--- src/rtl/gamepad_debounce_autorepeat_assert.svh ---
// Assertion macros shared by the gamepad debounce block.
`ifndef GAMEPAD_DEBOUNCE_AUTOREPEAT_ASSERT_SVH
`define GAMEPAD_DEBOUNCE_AUTOREPEAT_ASSERT_SVH

// Same-cycle implication, checked outside reset.
`define GDA_ASSERT_NOW(label, clk, rst, cond, prop) \
  label: assert property (@(posedge clk) disable iff (rst) (cond) |-> (prop)) \
    else $error("gamepad debounce: same-cycle check failed");

// Next-cycle implication, checked outside reset.
`define GDA_ASSERT_NEXT(label, clk, rst, cond, prop) \
  label: assert property (@(posedge clk) disable iff (rst) (cond) |=> (prop)) \
    else $error("gamepad debounce: next-cycle check failed");

`endif

--- src/rtl/gda_pkg.sv ---
`timescale 1ns / 1ps

package gda_pkg;

  localparam int BUTTON_BITS = 16;
  localparam int PAD_W = 16;
  localparam logic [PAD_W-1:0] BUTTON_MASK = PAD_W'((33'd1 << BUTTON_BITS) - 33'd1);

  localparam logic [PAD_W-1:0] BTN_UP    = 16'h0001;
  localparam logic [PAD_W-1:0] BTN_DOWN  = 16'h0002;
  localparam logic [PAD_W-1:0] BTN_LEFT  = 16'h0004;
  localparam logic [PAD_W-1:0] BTN_RIGHT = 16'h0008;
  localparam logic [PAD_W-1:0] BTN_A     = 16'h0010;
  localparam logic [PAD_W-1:0] BTN_START = 16'h0080;
  localparam logic [PAD_W-1:0] BTN_B     = 16'h0020;
  localparam logic [PAD_W-1:0] BTN_MODE  = 16'h0800;
  localparam logic [PAD_W-1:0] DPAD_MASK = 16'h000F;

  localparam logic [7:0] KEY_NONE   = 8'd0;
  localparam logic [7:0] KEY_UP     = 8'd82;
  localparam logic [7:0] KEY_DOWN   = 8'd81;
  localparam logic [7:0] KEY_LEFT   = 8'd80;
  localparam logic [7:0] KEY_RIGHT  = 8'd79;
  localparam logic [7:0] KEY_ENTER  = 8'd40;
  localparam logic [7:0] KEY_ESCAPE = 8'd41;
  localparam logic [7:0] KEY_MODE   = 8'd22;

  localparam logic [15:0] RST_SCAN_INTERVAL = 16'd2000;
  localparam logic [3:0]  RST_DEBOUNCE_HITS = 4'd3;
  localparam logic [23:0] RST_REPEAT_DELAY  = 24'd400000;
  localparam logic [23:0] RST_REPEAT_RATE   = 24'd200000;

  typedef enum logic {
    REQ_POLL  = 1'b0,
    REQ_CLEAR = 1'b1
  } req_t;

  typedef enum logic [1:0] {
    CFG_SCAN_INTERVAL = 2'd0,
    CFG_DEBOUNCE_HITS = 2'd1,
    CFG_REPEAT_DELAY  = 2'd2,
    CFG_REPEAT_RATE   = 2'd3
  } cfg_idx_t;

  typedef struct packed {
    req_t             req_type;
    logic [31:0]      now_us;
    logic [PAD_W-1:0] pad_bits;
  } in_item_t;

  typedef struct packed {
    logic [7:0]       key_code;
    logic [PAD_W-1:0] stable_buttons;
  } out_item_t;

  typedef struct packed {
    logic [15:0] scan_interval_us;
    logic [3:0]  debounce_hits;
    logic [23:0] repeat_delay_us;
    logic [23:0] repeat_rate_us;
  } cfg_t;

  function automatic logic [7:0] dpad_code(input logic [PAD_W-1:0] bits);
    logic [7:0] k;
    k = KEY_NONE;
    if ((bits & BTN_UP) != '0) k = KEY_UP;
    else if ((bits & BTN_DOWN) != '0) k = KEY_DOWN;
    else if ((bits & BTN_LEFT) != '0) k = KEY_LEFT;
    else if ((bits & BTN_RIGHT) != '0) k = KEY_RIGHT;
    return k;
  endfunction

  function automatic logic [7:0] press_code(input logic [PAD_W-1:0] bits);
    logic [7:0] k;
    k = KEY_NONE;
    if ((bits & DPAD_MASK) != '0) k = dpad_code(bits);
    else if ((bits & BTN_A) != '0) k = KEY_ENTER;
    else if ((bits & BTN_START) != '0) k = KEY_ENTER;
    else if ((bits & BTN_B) != '0) k = KEY_ESCAPE;
    else if ((bits & BTN_MODE) != '0) k = KEY_MODE;
    return k;
  endfunction

endpackage

--- src/rtl/gda_core.sv ---
`timescale 1ns / 1ps

module gda_core (
  input  logic                clk,
  input  logic                rst,
  input  logic                step,
  input  gda_pkg::in_item_t   item,
  input  gda_pkg::cfg_t       cfg,
  output gda_pkg::out_item_t  result
);

  logic [31:0]              last_scan_time;
  logic [gda_pkg::PAD_W-1:0] candidate_word;
  logic [3:0]               same_count;
  logic [gda_pkg::PAD_W-1:0] stable_word;
  logic [31:0]              repeat_start;
  logic                     repeating;

  logic [31:0]              last_scan_time_next;
  logic [gda_pkg::PAD_W-1:0] candidate_word_next;
  logic [3:0]               same_count_next;
  logic [gda_pkg::PAD_W-1:0] stable_word_next;
  logic [31:0]              repeat_start_next;
  logic                     repeating_next;

  logic [gda_pkg::PAD_W-1:0] pad;
  logic [31:0]              since_scan;
  logic [31:0]              elapsed;
  logic                     scan_due;
  logic [4:0]               count_inc;
  logic [gda_pkg::PAD_W-1:0] rise;
  logic [7:0]               key;

  assign pad        = item.pad_bits & gda_pkg::BUTTON_MASK;
  assign since_scan = item.now_us - last_scan_time;
  assign elapsed    = item.now_us - repeat_start;
  assign scan_due   = since_scan >= {16'd0, cfg.scan_interval_us};
  assign count_inc  = {1'b0, same_count} + 5'd1;

  always_comb begin
    last_scan_time_next = last_scan_time;
    candidate_word_next = candidate_word;
    same_count_next     = same_count;
    stable_word_next    = stable_word;
    repeat_start_next   = repeat_start;
    repeating_next      = repeating;
    rise                = '0;
    key                 = gda_pkg::KEY_NONE;
    if (item.req_type == gda_pkg::REQ_CLEAR) begin
      last_scan_time_next = '0;
      candidate_word_next = '0;
      same_count_next     = '0;
      stable_word_next    = '0;
      repeat_start_next   = '0;
      repeating_next      = 1'b0;
    end else begin
      if (scan_due) begin
        last_scan_time_next = item.now_us;
        if (pad != candidate_word) begin
          candidate_word_next = pad;
          same_count_next     = 4'd1;
        end else if (count_inc < {1'b0, cfg.debounce_hits}) begin
          same_count_next = count_inc[3:0];
        end else begin
          same_count_next  = '0;
          rise             = pad & ~stable_word;
          stable_word_next = pad;
        end
      end
      if (rise != '0) begin
        repeating_next    = 1'b0;
        repeat_start_next = item.now_us;
        key               = gda_pkg::press_code(rise);
      end else if ((stable_word_next & gda_pkg::DPAD_MASK) != '0) begin
        if (repeating) begin
          if (elapsed >= {8'd0, cfg.repeat_rate_us}) begin
            repeat_start_next = item.now_us;
            key               = gda_pkg::dpad_code(stable_word_next);
          end
        end else if (elapsed >= {8'd0, cfg.repeat_delay_us}) begin
          repeat_start_next = item.now_us;
          repeating_next    = 1'b1;
          key               = gda_pkg::dpad_code(stable_word_next);
        end
      end
    end
    result.key_code       = key;
    result.stable_buttons = stable_word_next;
  end

  always_ff @(posedge clk) begin
    if (rst) begin
      last_scan_time <= '0;
      candidate_word <= '0;
      same_count     <= '0;
      stable_word    <= '0;
      repeat_start   <= '0;
      repeating      <= 1'b0;
    end else if (step) begin
      last_scan_time <= last_scan_time_next;
      candidate_word <= candidate_word_next;
      same_count     <= same_count_next;
      stable_word    <= stable_word_next;
      repeat_start   <= repeat_start_next;
      repeating      <= repeating_next;
    end
  end

endmodule

--- src/rtl/gamepad_debounce_autorepeat.sv ---
`timescale 1ns / 1ps
// Gamepad button debounce with D-pad autorepeat.
// Input channel in_valid/in_stall/in_item carries one poll per item: a
// request type, a microsecond time stamp and a raw button scan. Output channel
// out_valid/out_stall/out_item returns exactly one item per poll with a HID
// key code and the debounced button word, in poll order.
// The configuration channel cfg_valid/cfg_ready/cfg_index/cfg_data writes the
// scan interval, debounce count, repeat delay and repeat rate; cfg_ready is
// always high and writes are meant for times when no poll is in flight.
// A poll accepted at one clock edge is registered in the input register, processed against
// the pad state once the output can take it, and its result is then registered in the
// output register. One poll is accepted every cycle while in_stall is low, set by the single
// compare-and-update pass over the pad state registers.
// When the receiver stalls, the result holds in the output register and the
// input register, if empty, still takes one more poll before in_stall rises.
// Reset clears the pad state, both channels and restores the default
// configuration. A clear request resets the pad state without touching the configuration.

module gamepad_debounce_autorepeat (
  input  logic                  clk,
  input  logic                  rst,
  input  logic                  in_valid,
  output logic                  in_stall,
  input  gda_pkg::in_item_t     in_item,
  output logic                  out_valid,
  input  logic                  out_stall,
  output gda_pkg::out_item_t    out_item,
  input  logic                  cfg_valid,
  output logic                  cfg_ready,
  input  gda_pkg::cfg_idx_t     cfg_index,
  input  logic [23:0]           cfg_data
);

  gda_pkg::cfg_t      cfg;
  gda_pkg::in_item_t  s1_item;
  gda_pkg::out_item_t core_result;
  logic               s1_valid;
  logic               advance;
  logic               in_fire;

  assign cfg_ready = 1'b1;
  assign advance   = s1_valid && (!out_valid || !out_stall);
  assign in_stall  = s1_valid && !advance;
  assign in_fire   = in_valid && !in_stall;

  always_ff @(posedge clk) begin
    if (rst) begin
      cfg.scan_interval_us <= gda_pkg::RST_SCAN_INTERVAL;
      cfg.debounce_hits    <= gda_pkg::RST_DEBOUNCE_HITS;
      cfg.repeat_delay_us  <= gda_pkg::RST_REPEAT_DELAY;
      cfg.repeat_rate_us   <= gda_pkg::RST_REPEAT_RATE;
    end else if (cfg_valid && cfg_ready) begin
      unique case (cfg_index)
        gda_pkg::CFG_SCAN_INTERVAL: cfg.scan_interval_us <= cfg_data[15:0];
        gda_pkg::CFG_DEBOUNCE_HITS: cfg.debounce_hits    <= cfg_data[3:0];
        gda_pkg::CFG_REPEAT_DELAY:  cfg.repeat_delay_us  <= cfg_data;
        gda_pkg::CFG_REPEAT_RATE:   cfg.repeat_rate_us   <= cfg_data;
        default: ;
      endcase
    end
  end

  always_ff @(posedge clk) begin
    if (rst) begin
      s1_valid <= 1'b0;
    end else if (in_fire) begin
      s1_valid <= 1'b1;
    end else if (advance) begin
      s1_valid <= 1'b0;
    end
  end

  always_ff @(posedge clk) begin
    if (in_fire) begin
      s1_item <= in_item;
    end
  end

  gda_core u_core (
    .clk    (clk),
    .rst    (rst),
    .step   (advance),
    .item   (s1_item),
    .cfg    (cfg),
    .result (core_result)
  );

  always_ff @(posedge clk) begin
    if (rst) begin
      out_valid <= 1'b0;
    end else if (advance) begin
      out_valid <= 1'b1;
    end else if (!out_stall) begin
      out_valid <= 1'b0;
    end
  end

  always_ff @(posedge clk) begin
    if (advance) begin
      out_item <= core_result;
    end
  end

`include "gamepad_debounce_autorepeat_assert.svh"

  `GDA_ASSERT_NOW(a_stall_needs_item, clk, rst, in_stall, s1_valid)
  `GDA_ASSERT_NEXT(a_clear_gives_zero, clk, rst,
    advance && (s1_item.req_type == gda_pkg::REQ_CLEAR),
    out_valid && (out_item.key_code == gda_pkg::KEY_NONE) && (out_item.stable_buttons == '0))
  `GDA_ASSERT_NOW(a_key_needs_buttons, clk, rst,
    out_valid && (out_item.key_code != gda_pkg::KEY_NONE), out_item.stable_buttons != '0)

endmodule

--- config.mk ---
export PLATFORM = sky130hd
export DESIGN_NAME = gamepad_debounce_autorepeat
export DESIGN_NICKNAME = d
export VERILOG_FILES = /design/src/rtl/gda_pkg.sv /design/src/rtl/gda_core.sv /design/src/rtl/gamepad_debounce_autorepeat.sv
export VERILOG_INCLUDE_DIRS = /design/src /design/src/rtl
export SDC_FILE = /design/constraint.sdc
export NUM_CORES = 1
export LEC_CHECK = 0
export BUFFER_PORTS_ARGS = -buffer_cell sky130_fd_sc_hd__buf_2
export CAP_MARGIN = 30
export CORE_ASPECT_RATIO = 0.8
export CORE_MARGIN = 2
export CORE_UTILIZATION = 35
export CTS_BUF_LIST = sky130_fd_sc_hd__clkbuf_4
export CTS_CLUSTER_DIAMETER = 150
export DETAILED_ROUTE_END_ITERATION = 10
export SYNTH_ARGS = -nofsm -noshare
export SYNTH_HDL_FRONTEND = slang
export SYNTH_HIERARCHICAL = 1
export SYNTH_SLANG_ARGS = --single-unit
--- constraint.sdc ---
create_clock -name clk -period 6.1 [get_ports clk]
set_input_delay 1.525 -clock clk [delete_from_list [all_inputs] [get_ports clk]]
set_output_delay 1.525 -clock clk [all_outputs]
set_load 0.02 [all_outputs]
=== Word-level counts from Yosys, hierarchy flattened ===
Index checks and enable logic that the tools add are counted.

* Magnitude comparators: 4
* Eq/ne operators: 6
* Bitwise logic cells: 2
* Add/sub/neg operators: 3
* Muxes and demuxes: 51
* Reductions and logical operators: 25

{| class="wikitable"
|+ Operators with widths
! cell !! number
|-
| two-way mux 32 bit || 8
|-
| two-way mux 16 bit || 12
|-
| two-way mux 8 bit || 15
|-
| greater-or-equal comparator 32 x 24 -> 1 bit || 2
|-
| subtractor 32 bit || 2
|-
| nonzero test 16 bit || 3
|-
| greater-or-equal comparator 32 x 16 -> 1 bit || 1
|-
| AND 16 bit || 1
|-
| two-way mux 4 bit || 4
|-
| inequality test 16 bit || 1
|-
| NOT 16 bit || 1
|-
| two-way mux 7 bit || 2
|-
| AND reduction 2 bit || 6
|-
| two-way mux 1 bit || 9
|-
| nonzero test 2 bit || 3
|-
| adder 4 x 1 -> 5 bit, second input constant || 1
|-
| < comparator 5 x 4 -> 1 bit || 1
|-
| two-way mux 5 bit || 1
|-
| equality test 2 bit, second input constant || 2
|-
| zero test 1 bit || 4
|-
| inequality test 4 bit, second input constant || 1
|-
| AND reduction 4 bit || 1
|-
| nonzero test 4 bit || 1
|-
| logical AND 1 bit || 3
|-
| other kinds (6) || 6
|}

* Output and inout bits: 27
* Register bits after elaboration: 244
* Input port bits: 80
* Logic and storage cells: 108

=== Depth between registers and ports, before layout ===
Gate-level depths: netlist of run 1.

* Depth in word-level cells: 14
* Mapped depth: 24
* Depth with buffers taken out: 24

=== By module ===
Netlist of run 1, hierarchy kept.

{| class="wikitable"
|+ By module, submodules not included
! module !! instances !! area an instance (um^2) !! seq. area each (um^2) !! cells each
|-
| gda_core || 1 || 10380.0 || 2021.9 || 1408
|-
| gamepad_debounce_autorepeat || 1 || 5034.8 || 3593.4 || 351
|}

=== Worst setup path after synthesis of run 1 ===
No wires, ideal clock.

* Path type: input to register
* From: input out_stall
* To: register u_core/candidate_word[10] (netlist name)
* Cell stages on the path: 7
* Data required time: 6035 ps
* Data arrival time: 4948 ps
* Buffers on the path: 2
* Path slack: 1086 ps
* Path through: a21boi_0 -> o41ai_2 -> buf_4 -> nor3_1 -> clkbuf_1 -> a22oi_1 -> nor2_1

* Longest elaborated chain between the ends: 4

{| class="wikitable"
|+ RTL lines
! item !! RTL line !! source
|-
| start: declaration || gamepad_debounce_autorepeat.sv:26 || <nowiki>input logic out_stall,</nowiki>
|-
| zero test 1 bit || -- ||
|-
| logical OR 1 bit || gamepad_debounce_autorepeat.sv:42 || <nowiki>assign advance = s1_valid && (!out_valid || !out_stall);</nowiki>
|-
| logical AND 1 bit || gamepad_debounce_autorepeat.sv:42 ||
|-
| AND reduction 3 bit (no source line) || -- ||
|-
| end signal: assignment || gda_core.sv:101 || <nowiki>candidate_word <= candidate_word_next;</nowiki>
|-
| end: declaration || gda_core.sv:13 || <nowiki>logic [gda_pkg::PAD_W-1:0] candidate_word;</nowiki>
|}

Every way passes these cells.
A chain may end at the register's enable or synchronous reset.

=== Worst setup path after layout of run 1 ===
* From: register s1_item[16] (netlist name)
* To: register u_core/candidate_word[1] (netlist name)

* Longest elaborated chain between the ends: 4

{| class="wikitable"
|+ RTL lines
! item !! RTL line !! source
|-
| start: declaration || gamepad_debounce_autorepeat.sv:35 || <nowiki>gda_pkg::in_item_t s1_item;</nowiki>
|-
| start signal: assignment || gamepad_debounce_autorepeat.sv:75 || <nowiki>s1_item <= in_item;</nowiki>
|-
| subtractor 32 bit || gda_core.sv:35 || <nowiki>assign since_scan = item.now_us - last_scan_time;</nowiki>
|-
| greater-or-equal comparator 32 x 16 -> 1 bit || gda_core.sv:37 || <nowiki>assign scan_due = since_scan >= {16'd0, cfg.scan_interval_us};</nowiki>
|-
| nonzero test 2 bit (no source line) || -- ||
|-
| AND reduction 3 bit (no source line) || -- ||
|}

Every way passes these cells.

==> results of run 1 <==
## layer usage
layer | global-route usage [%] | wire [um] | up-vias
met5 | 0 | 0 | -
li1 | - | - | 6525
met2 | 28.8 | 18800 | 385
met4 | 5.72 | 757 | 0
met1 | 25.3 | 20400 | 6280
met3 | 4.47 | 2600 | 69
## synthesized netlist by cell type (all sizes together) (4+ instances only)
cell,count
a21boi,9
nor2b,10
or3,9
and4,4
o21bai,5
a22o,33
or2,4
nand4,34
a311oi,4
and3,11
a21oi,148
nor4,9
o22ai,6
nor3b,47
inv,171
nand3,29
o21ai,59
o31ai,6
nor3,31
and2,8
clkbuf,49
dfxtp,171
a22oi,19
a211oi,16
mux2i,89
o221ai,4
buf,33
a31oi,13
nand2b,89
nor2,166
xnor2,36
xor2,23
nand3b,4
nand2,94
o211ai,16
o21a,15
ha,130
edfxtp,73
a21o,34
## per-stage QoR
stage          setup WS, ns  power [W]  area [um^2]  util, %
6_report              0.508    0.00407        17400     40.2
5_1_grt              0.0755    0.00431        17400     40.1
4_1_cts               0.515    0.00413        17400     40.1
3_5_place_dp          0.514    0.00253        16500     38.0
3_3_place_gp          0.714    0.00252        16400     38.0
2_1_floorplan          1.09    0.00231        15400        -
## where the power goes
| group | switching, W | internal (W) |
|---|---|---|
| combinational | 0.000448 | 0.000283 |
| sequential | 0.0000507 | 0.00173 |
| clock | 0.000735 | 0.000824 |
## kinds of logic (layout without fill, tap and decap cells)
kind of cell | count (synthesis) | after routing | synth area share [%]
adder cells (fa/ha/maj) | 132 | 132 | 10.8
AO/OA/AOI/OAI | 419 | 419 | 18.0
AND/OR/NAND/NOR | 559 | 559 | 18.7
other | 2 | 8 | 0.0487
XOR/XNOR | 59 | 59 | 3.35
buffers and inverters | 253 | 422 | 6.73
flip-flops | 244 | 244 | 36.4
multiplexers | 91 | 91 | 5.93
## area by class of cell
cell class | count | area [um^2] | share of cell area [%]
clock buffers | 103 | 773 | 4.45
multi-input cells | 1262 | 8790 | 50.5
repair buffers | 126 | 722 | 4.15
flip-flops and latches | 244 | 5620 | 32.3
inverters | 171 | 642 | 3.69
diodes | 6 | 15.0 | 0.0863
well taps | 560 | 701 | 4.03
clock inverters | 22 | 135 | 0.777
## state kept, by name (all words and copies together) (netlist names)
signal,count
s1_item,49
cfg,68
u_core/last_scan_time,32
u_core/stable_word,16
u_core/candidate_word,16
out_item,24
s1_valid,1
u_core/same_count,4
u_core/repeating,1
out_valid,1
u_core/repeat_start,32
## worst max-delay path by stage
stage | slack, ns | cells past startpoint | to | startpoint
5_1_grt | 0.08 | 22 | u_core/candidate_word[6]$_SDFFE_PP0P_ | s1_item[16]$_DFFE_PP_
3_3_place_gp | 0.71 | 22 | u_core/candidate_word[0]$_SDFFE_PP0P_ | s1_item[16]$_DFFE_PP_
3_5_place_dp | 0.51 | 22 | u_core/candidate_word[1]$_SDFFE_PP0P_ | s1_item[16]$_DFFE_PP_
4_1_cts | 0.52 | 22 | u_core/candidate_word[1]$_SDFFE_PP0P_ | s1_item[16]$_DFFE_PP_
2_1_floorplan | 1.09 | 7 | u_core/candidate_word[10]$_SDFFE_PP0P_ | out_stall
6_report | 0.51 | 22 | u_core/candidate_word[1]$_SDFFE_PP0P_ | s1_item[16]$_DFFE_PP_
## worst min-delay path, stage by stage, from the launching register on
cell      delay [ns]
dfxtp_1         0.31
nand2b_1        0.06
mux2i_1         0.05
==> metrics.md, run 1 <==
| Metric | Value |
|---|---|
| Cell area power density | `234 mW/mm^2` |
| Leakage | `7.04 nW` |
| Hold EP | `cfg[18]$_SDFFE_PP0P_` |
| Fin crit period | `5.59 ns` |
| Cts hold-fix bufs | `0` |
| Synth Area per Inst | `8.76 um^2` |
| Gpl congestion | `0.888` |
| Data required time of the worst path | `6.82 ns` |
| Crit path max fanout | `73` |
| DR iter-0 viols | `977` |
| Final Hold Vio Count | `0` |
| Final Instance Count excl. Fillers | `2494` |
| Relative slew slack | `40.4%` |
| Maxcap violations | `0` |
| Number of setup buffers added after CTS | `0` |
| Gr ovfl total | `0` |
| Die Ht | `192 um` |
| First-pass DRT Iterations | `5` |
| Vias per cell | `5.32` |
| Status | `complete, no violations` |
| Post-synth top area cell | `dfxtp_1` |
| Min-delay worst type | `reg -> reg` |
| Critical path's top delay family | `compound AO/OA/AOI/OAI gates` |
| Achievable Freq | `0.179 GHz` |
| CP cell instances | `inv_1, ha_1, fa_1, nand2b_1, a21o_1, a21oi_1, nor2_1, o31a_1, xnor2_1, ha_1, a21oi_1, a21boi_0, a2111oi_2, nand4_1, nor2_1, and3_1, nand3_1, o41ai_4, buf_4, or2_2, a22oi_1, nor2_1` |
| Clk_lat worst skew | `0.81 ns` |
| Library cells used by synthesis | `83` |
| Via count | `13300` |
| Ratio of cells with drive above 1 in the final layout | `13.6%` |
| Tcrit/Tclk final | `91.7%` |
| Worst flop-to-flop path startpoint | `s1_item[16]$_DFFE_PP_` |
| # nets final | `2087` |
| Die area | `0.0457 mm^2` |
| Number of enable flip-flop cells after synthesis | `73` |
| Pin count of the biggest net entering global routing | `91` |
| Gr usage total | `18.5%` |
| CTS tree | `done` |
| Initial antenna violation count | `2` |
| # IOs | `107` |
| Drt total wl | `42600 um` |
| Arrival @ worst endpoint | `6.31 ns` |
| Area Overhead vs Synth | `12.8%` |
| Main flop type after synthesis | `dfxtp_1` |
| Initial Utilization | `35.6%` |
| Max Clock Skew | `0.0657 ns` |
| Peak VDD IR | `0.0966 mV` |
| Crit-path most repeated cell | `nor2_1` |
| First-pass GRT wire length | `67000 um` |
| Die width | `239 um` |
| ANT nets after route | `0` |
| Hold slack final | `0.473 ns` |
| Sequential-to-total area share from yosys stat | `36.4%` |
| H-tree depth | `3` |
| Row Count | `68` |
| Setup_tns | `0 ns` |
| Drt wl/cell | `17.1 um` |
| Worst r2r path cells | `22` |
| I/O Buffers | `105` |
| Reg clk slew, reported paths | `0.06 ns` |
| Worst hold path depth | `2` |
| Root Buffer | `clkbuf_4` |
| Reg2reg setup slack | `0.51 ns` |
| Synthesized flop and latch total | `244` |
| FF-to-FF End | `u_core/candidate_word[1]$_SDFFE_PP0P_` |
| CP endpoint kind | `flop` |
| Max Slew Vio Count | `0` |
| Inserted Clock Buffers | `70` |
| Post-synth ARST share | `0%` |
| Synth top area share | `22.2%` |
| Final setup fails | `0` |
| Post-synthesis net count | `1971` |
| CTS max path bufs | `3` |
| Mapped Cells | `1759` |
| Worst Path Buf+Inv | `2` |
| Ys Warns | `6` |
| Crit-path slowest cell | `buf_4` |
| Slew at the pin with the worst max-slew slack | `0.886 ns` |
| RSZ-0062 raised after global routing | `no` |
| Vias in the first global route | `12700` |
| Fill cell count | `4364` |
| Hold wc startpoint | `cfg[18]$_SDFFE_PP0P_` |
| Max incr delay on CP | `0.61 ns` |
| Area of the mapped netlist | `0.0154 mm^2` |
| Placed cells | `2363` |
| Ranking of synthesized cells by area | `dfxtp_1 22%, edfxtp_1 14%, ha_1 11%` |
| Num Clock Sinks | `244` |
| # DRC | `0` |
| Crit path kind | `reg -> reg` |
| Most frequent cells in the layout | `171 x inv_1, 171 x dfxtp_1, 165 x nor2_1` |
| DPL Wire Length | `31300 um` |
| Core Area | `0.0433 mm^2` |
| Resize count post-CTS | `0` |
| CP Launch Type | `flop` |
Note: power is estimated with default switching activity, not from simulation.
==> inputs of run 2 (changes only) <==
- REMOVE_ABC_BUFFERS: not set -> 1
- SYNTH_HIERARCHICAL: 1 -> not set
- TNS_END_PERCENT: not set -> 5
==> metrics.md, run 2 <==
| Metric | Value |
|---|---|
| Power Internal | `0.00280 W` |
| # nets final | `2148` |
| Library cells used by synthesis | `78` |
| Compound-cell area share of the yosys netlist | `19.7%` |
| Synth top cells by count | `262 x nand2_1, 228 x a21oi_1, 171 x dfxtp_1` |
| Logic pwr share | `20.2%` |
| Area occupied by multi-input gates | `0.00856 mm^2` |
| Vias in the first global route | `13000` |
| Final non-filler cell area | `0.0173 mm^2` |
| Sw Ratio | `32.2%` |
| Row Count | `67` |
| Fill cell count | `4303` |
| Data required time of the worst path | `6.58 ns` |
| Top-count cell post-synth | `nand2_1` |
| Final Hold Vio Count | `0` |
| Clock group share of total power | `37.1%` |
| CP Launch Type | `flop` |
| Largest register FFs | `68` |
| Inserted Clock Buffers | `68` |
| Area Overhead vs Synth | `15.3%` |
| Gpl congestion | `0.910` |
| Area post-placement | `0.0161 mm^2` |
| RSZ-0062 raised after global routing | `no` |
| First-pass DRT Iterations | `7` |
| Simple-Gate Fraction of Synth Area | `18.0%` |
| Ys Warns | `0` |
| Hold EP | `u_core.last_scan_time[2]$_SDFFE_PP0P_` |
| # IOs | `107` |
| Seq. cell area | `0.00559 mm^2` |
| Status | `complete, no violations` |
| Register share of total power | `42.8%` |
| Post-synth ARST share | `0%` |
| Drt wl/cell | `17.1 um` |
| Die area | `0.0445 mm^2` |
| Worst r2r path cells | `27` |
| Slew at the pin with the worst max-slew slack | `0.933 ns` |
| Worst hold path depth | `2` |
| Post-synth top area cell | `dfxtp_1` |
| Min-delay worst type | `reg -> reg` |
| Relative slew slack | `37.7%` |
| Most frequent cells in the layout | `262 x nand2_1, 223 x a21oi_1, 171 x dfxtp_1` |
| Gr usage total | `19.6%` |
| H-tree depth | `3` |
| Gr ovfl total | `0` |
| Via count | `13600` |
| DPL Wire Length | `31700 um` |
| CTS max path bufs | `3` |
| Die Ht | `189 um` |
| Fin crit period | `5.93 ns` |
| # DRC | `0` |
| Max Slew Vio Count | `0` |
| Arrival @ worst endpoint | `6.40 ns` |
| Setup_tns | `0 ns` |
| Mapped Cells | `1810` |
| Initial antenna violation count | `2` |
| Drt total wl | `43600 um` |
| Crit path max fanout | `4` |
| Synthesized flop and latch total | `243` |
| Fraction of synthesized area in multiplexers | `3.49%` |
| Tcrit/Tclk final | `97.1%` |
| Peak VDD IR | `0.168 mV` |
| Largest family of logic cells by synthesized area | `compound AO/OA/AOI/OAI gates` |
| Synth top area share | `22.9%` |
| Synth Area in Adders | `11.1%` |
| Main flop type after synthesis | `dfxtp_1` |
| First-pass GRT wire length | `70200 um` |
| Final setup fails | `0` |
| Initial Utilization | `35.6%` |
| Vias per cell | `5.35` |
| Area of the mapped netlist | `0.0150 mm^2` |
| Die width | `235 um` |
| Reg clk slew, reported paths | `0.07 ns` |
| Leakage | `6.85 nW` |
| Num Clock Sinks | `243` |
| Clk_lat worst skew | `0.80 ns` |
| Reg2reg setup slack | `0.17 ns` |
| Largest reg by FF count | `cfg` |
| CTS tree | `done` |
| Synth Area per Inst | `8.27 um^2` |
| Hold wc startpoint | `u_core.last_scan_time[2]$_SDFFE_PP0P_` |
| Core Area | `0.0421 mm^2` |
| DR iter-0 viols | `979` |
| Cell area power density | `240 mW/mm^2` |
| Net Switching | `0.00133 W` |
| Ranking of synthesized cells by area | `dfxtp_1 23%, edfxtp_1 14%, ha_1 11%` |
| Largest regs | `cfg (68), s1_item (49)` |
| Maxcap violations | `0` |
| FF-to-FF End | `out_item[16]$_SDFFCE_PP0P_` |
| Max Clock Skew | `0.0723 ns` |
| Total power | `0.00413 W` |
| CP endpoint kind | `flop` |
| Pin count of the biggest net entering global routing | `86` |
| Worst flop-to-flop path startpoint | `s1_item[16]$_DFFE_PP_` |
| Post-Synth XOR/XNOR Area | `3.63%` |
| Crit path kind | `reg -> reg` |
| Achievable Freq | `0.169 GHz` |
| Sequential-to-total area share from yosys stat | `37.3%` |
| I/O Buffers | `104` |
| Root Buffer | `clkbuf_4` |
| Cts hold-fix bufs | `0` |
| Number of enable flip-flop cells after synthesis | `72` |
| Ratio of cells with drive above 1 in the final layout | `14.6%` |
| Most common cell after layout, fill and taps aside | `nand2_1` |
| ANT nets after route | `0` |
run 2: cell count changes after synthesis, moves of 31 or more:
| cell | previous run | this run |
|---|---|---|
| nor2_1 | 166 | 89 |
| a21oi_1 | 144 | 228 |
| nor3b_1 | 46 | 2 |
| mux2i_1 | 89 | 50 |
| nand2_1 | 94 | 262 |
| nand3_1 | 29 | 111 |
| nand2b_1 | 89 | 15 |
| a22o_1 | 33 | 2 |
run 2: critical path: stages (launching register included):
cell	delay [ns]
edfxtp_1	0.40
inv_2	0.10
ha_4	0.13
inv_1	0.05
fa_2	0.36
a21o_1	0.20
a221o_1	0.35
a221o_1	0.39
a21o_1	0.18
a21oi_2	0.15
o21bai_1	0.09
a21oi_1	0.17
xnor2_1	0.16
ha_1	0.27
nand3_2	0.09
nor2_4	0.05
a2111oi_4	0.27
o21ai_1	0.13
a41o_1	0.27
a2111oi_4	0.35
buf_4	0.16
nor2_1	0.04
or4_4	0.60
buf_6	0.15
buf_4	0.13
a32o_1	0.24
nand2_1	0.07
a21oi_1	0.06
run 2: routing by layer:
metal / up-vias / GRT usage [%] / wire [um]
met4: 0 / 5.07 / 515
li1: 6702 / - / -
met2: 389 / 29.6 / 18800
met5: - / 0 / 0
met1: 6474 / 28.6 / 21700
met3: 42 / 3.56 / 2570
run 2: cells by family after synthesis:
logic type	count (synthesis)
xor gates and xnor gates	62
AOI/OAI and AO/OA	479
other	2
DFF	243
muxes	52
adders and majority gates	132
and+or+nand+nor	590
buffers and inverters	250
run 2: how the worst max path moves through the flow:
stage / start / end / cells after the start
after floorplan: s1_item[20]$_DFFE_PP_ / u_core.candidate_word[0]$_SDFFE_PP0P_ / 20
after global placement: s1_item[16]$_DFFE_PP_ / u_core.repeat_start[26]$_SDFFE_PP0P_ / 23
after detailed placement: s1_item[16]$_DFFE_PP_ / u_core.repeat_start[19]$_SDFFE_PP0P_ / 23
after CTS: s1_item[16]$_DFFE_PP_ / u_core.repeat_start[21]$_SDFFE_PP0P_ / 27
after global routing: s1_item[16]$_DFFE_PP_ / out_item[16]$_SDFFCE_PP0P_ / 27
final: s1_item[16]$_DFFE_PP_ / out_item[16]$_SDFFCE_PP0P_ / 27
run 2: timing repair:
| item | CTS | global route |
|---|---|---|
| gates resized for setup | 10 | 21 |
| setup endpoints to repair | 38 | 38 |
| pin swaps | 8 | 15 |
| cloned | 3 | 0 |
| setup buffers | 6 | 4 |
run 2: layout make-up:
class	count	share of cell area, %
clock buffer	91	3.96
multi-input combinational	1317	49.6
timing repair buffer	145	5.44
inverter	161	3.51
tap	552	4.00
antenna	2	0.0290
sequential	243	32.4
clock inverter	30	1.09
run 2: power by group through the flow:
stage	Clock (W)	Sequential (W)	Combinational [W]
after detailed placement	0	0.00180	0.000782
after global placement	0	0.00180	0.000770
after global routing	0.00167	0.00177	0.000930
after floorplan	0	0.00179	0.000525
after CTS	0.00159	0.00177	0.000809
final	0.00153	0.00177	0.000833
run 2: metrics by stage:
stage,setup slack (ns),util (%),hold slack [ns],std cells
2_1_floorplan,-0.0214,-,0.430,1721
3_3_place_gp,-0.135,38.1,0.443,2403
3_5_place_dp,-0.196,38.3,0.447,2406
4_1_cts,0.0351,40.7,0.455,2536
5_1_grt,0.00166,41.0,0.472,2541
6_report,0.174,41.0,0.454,2541
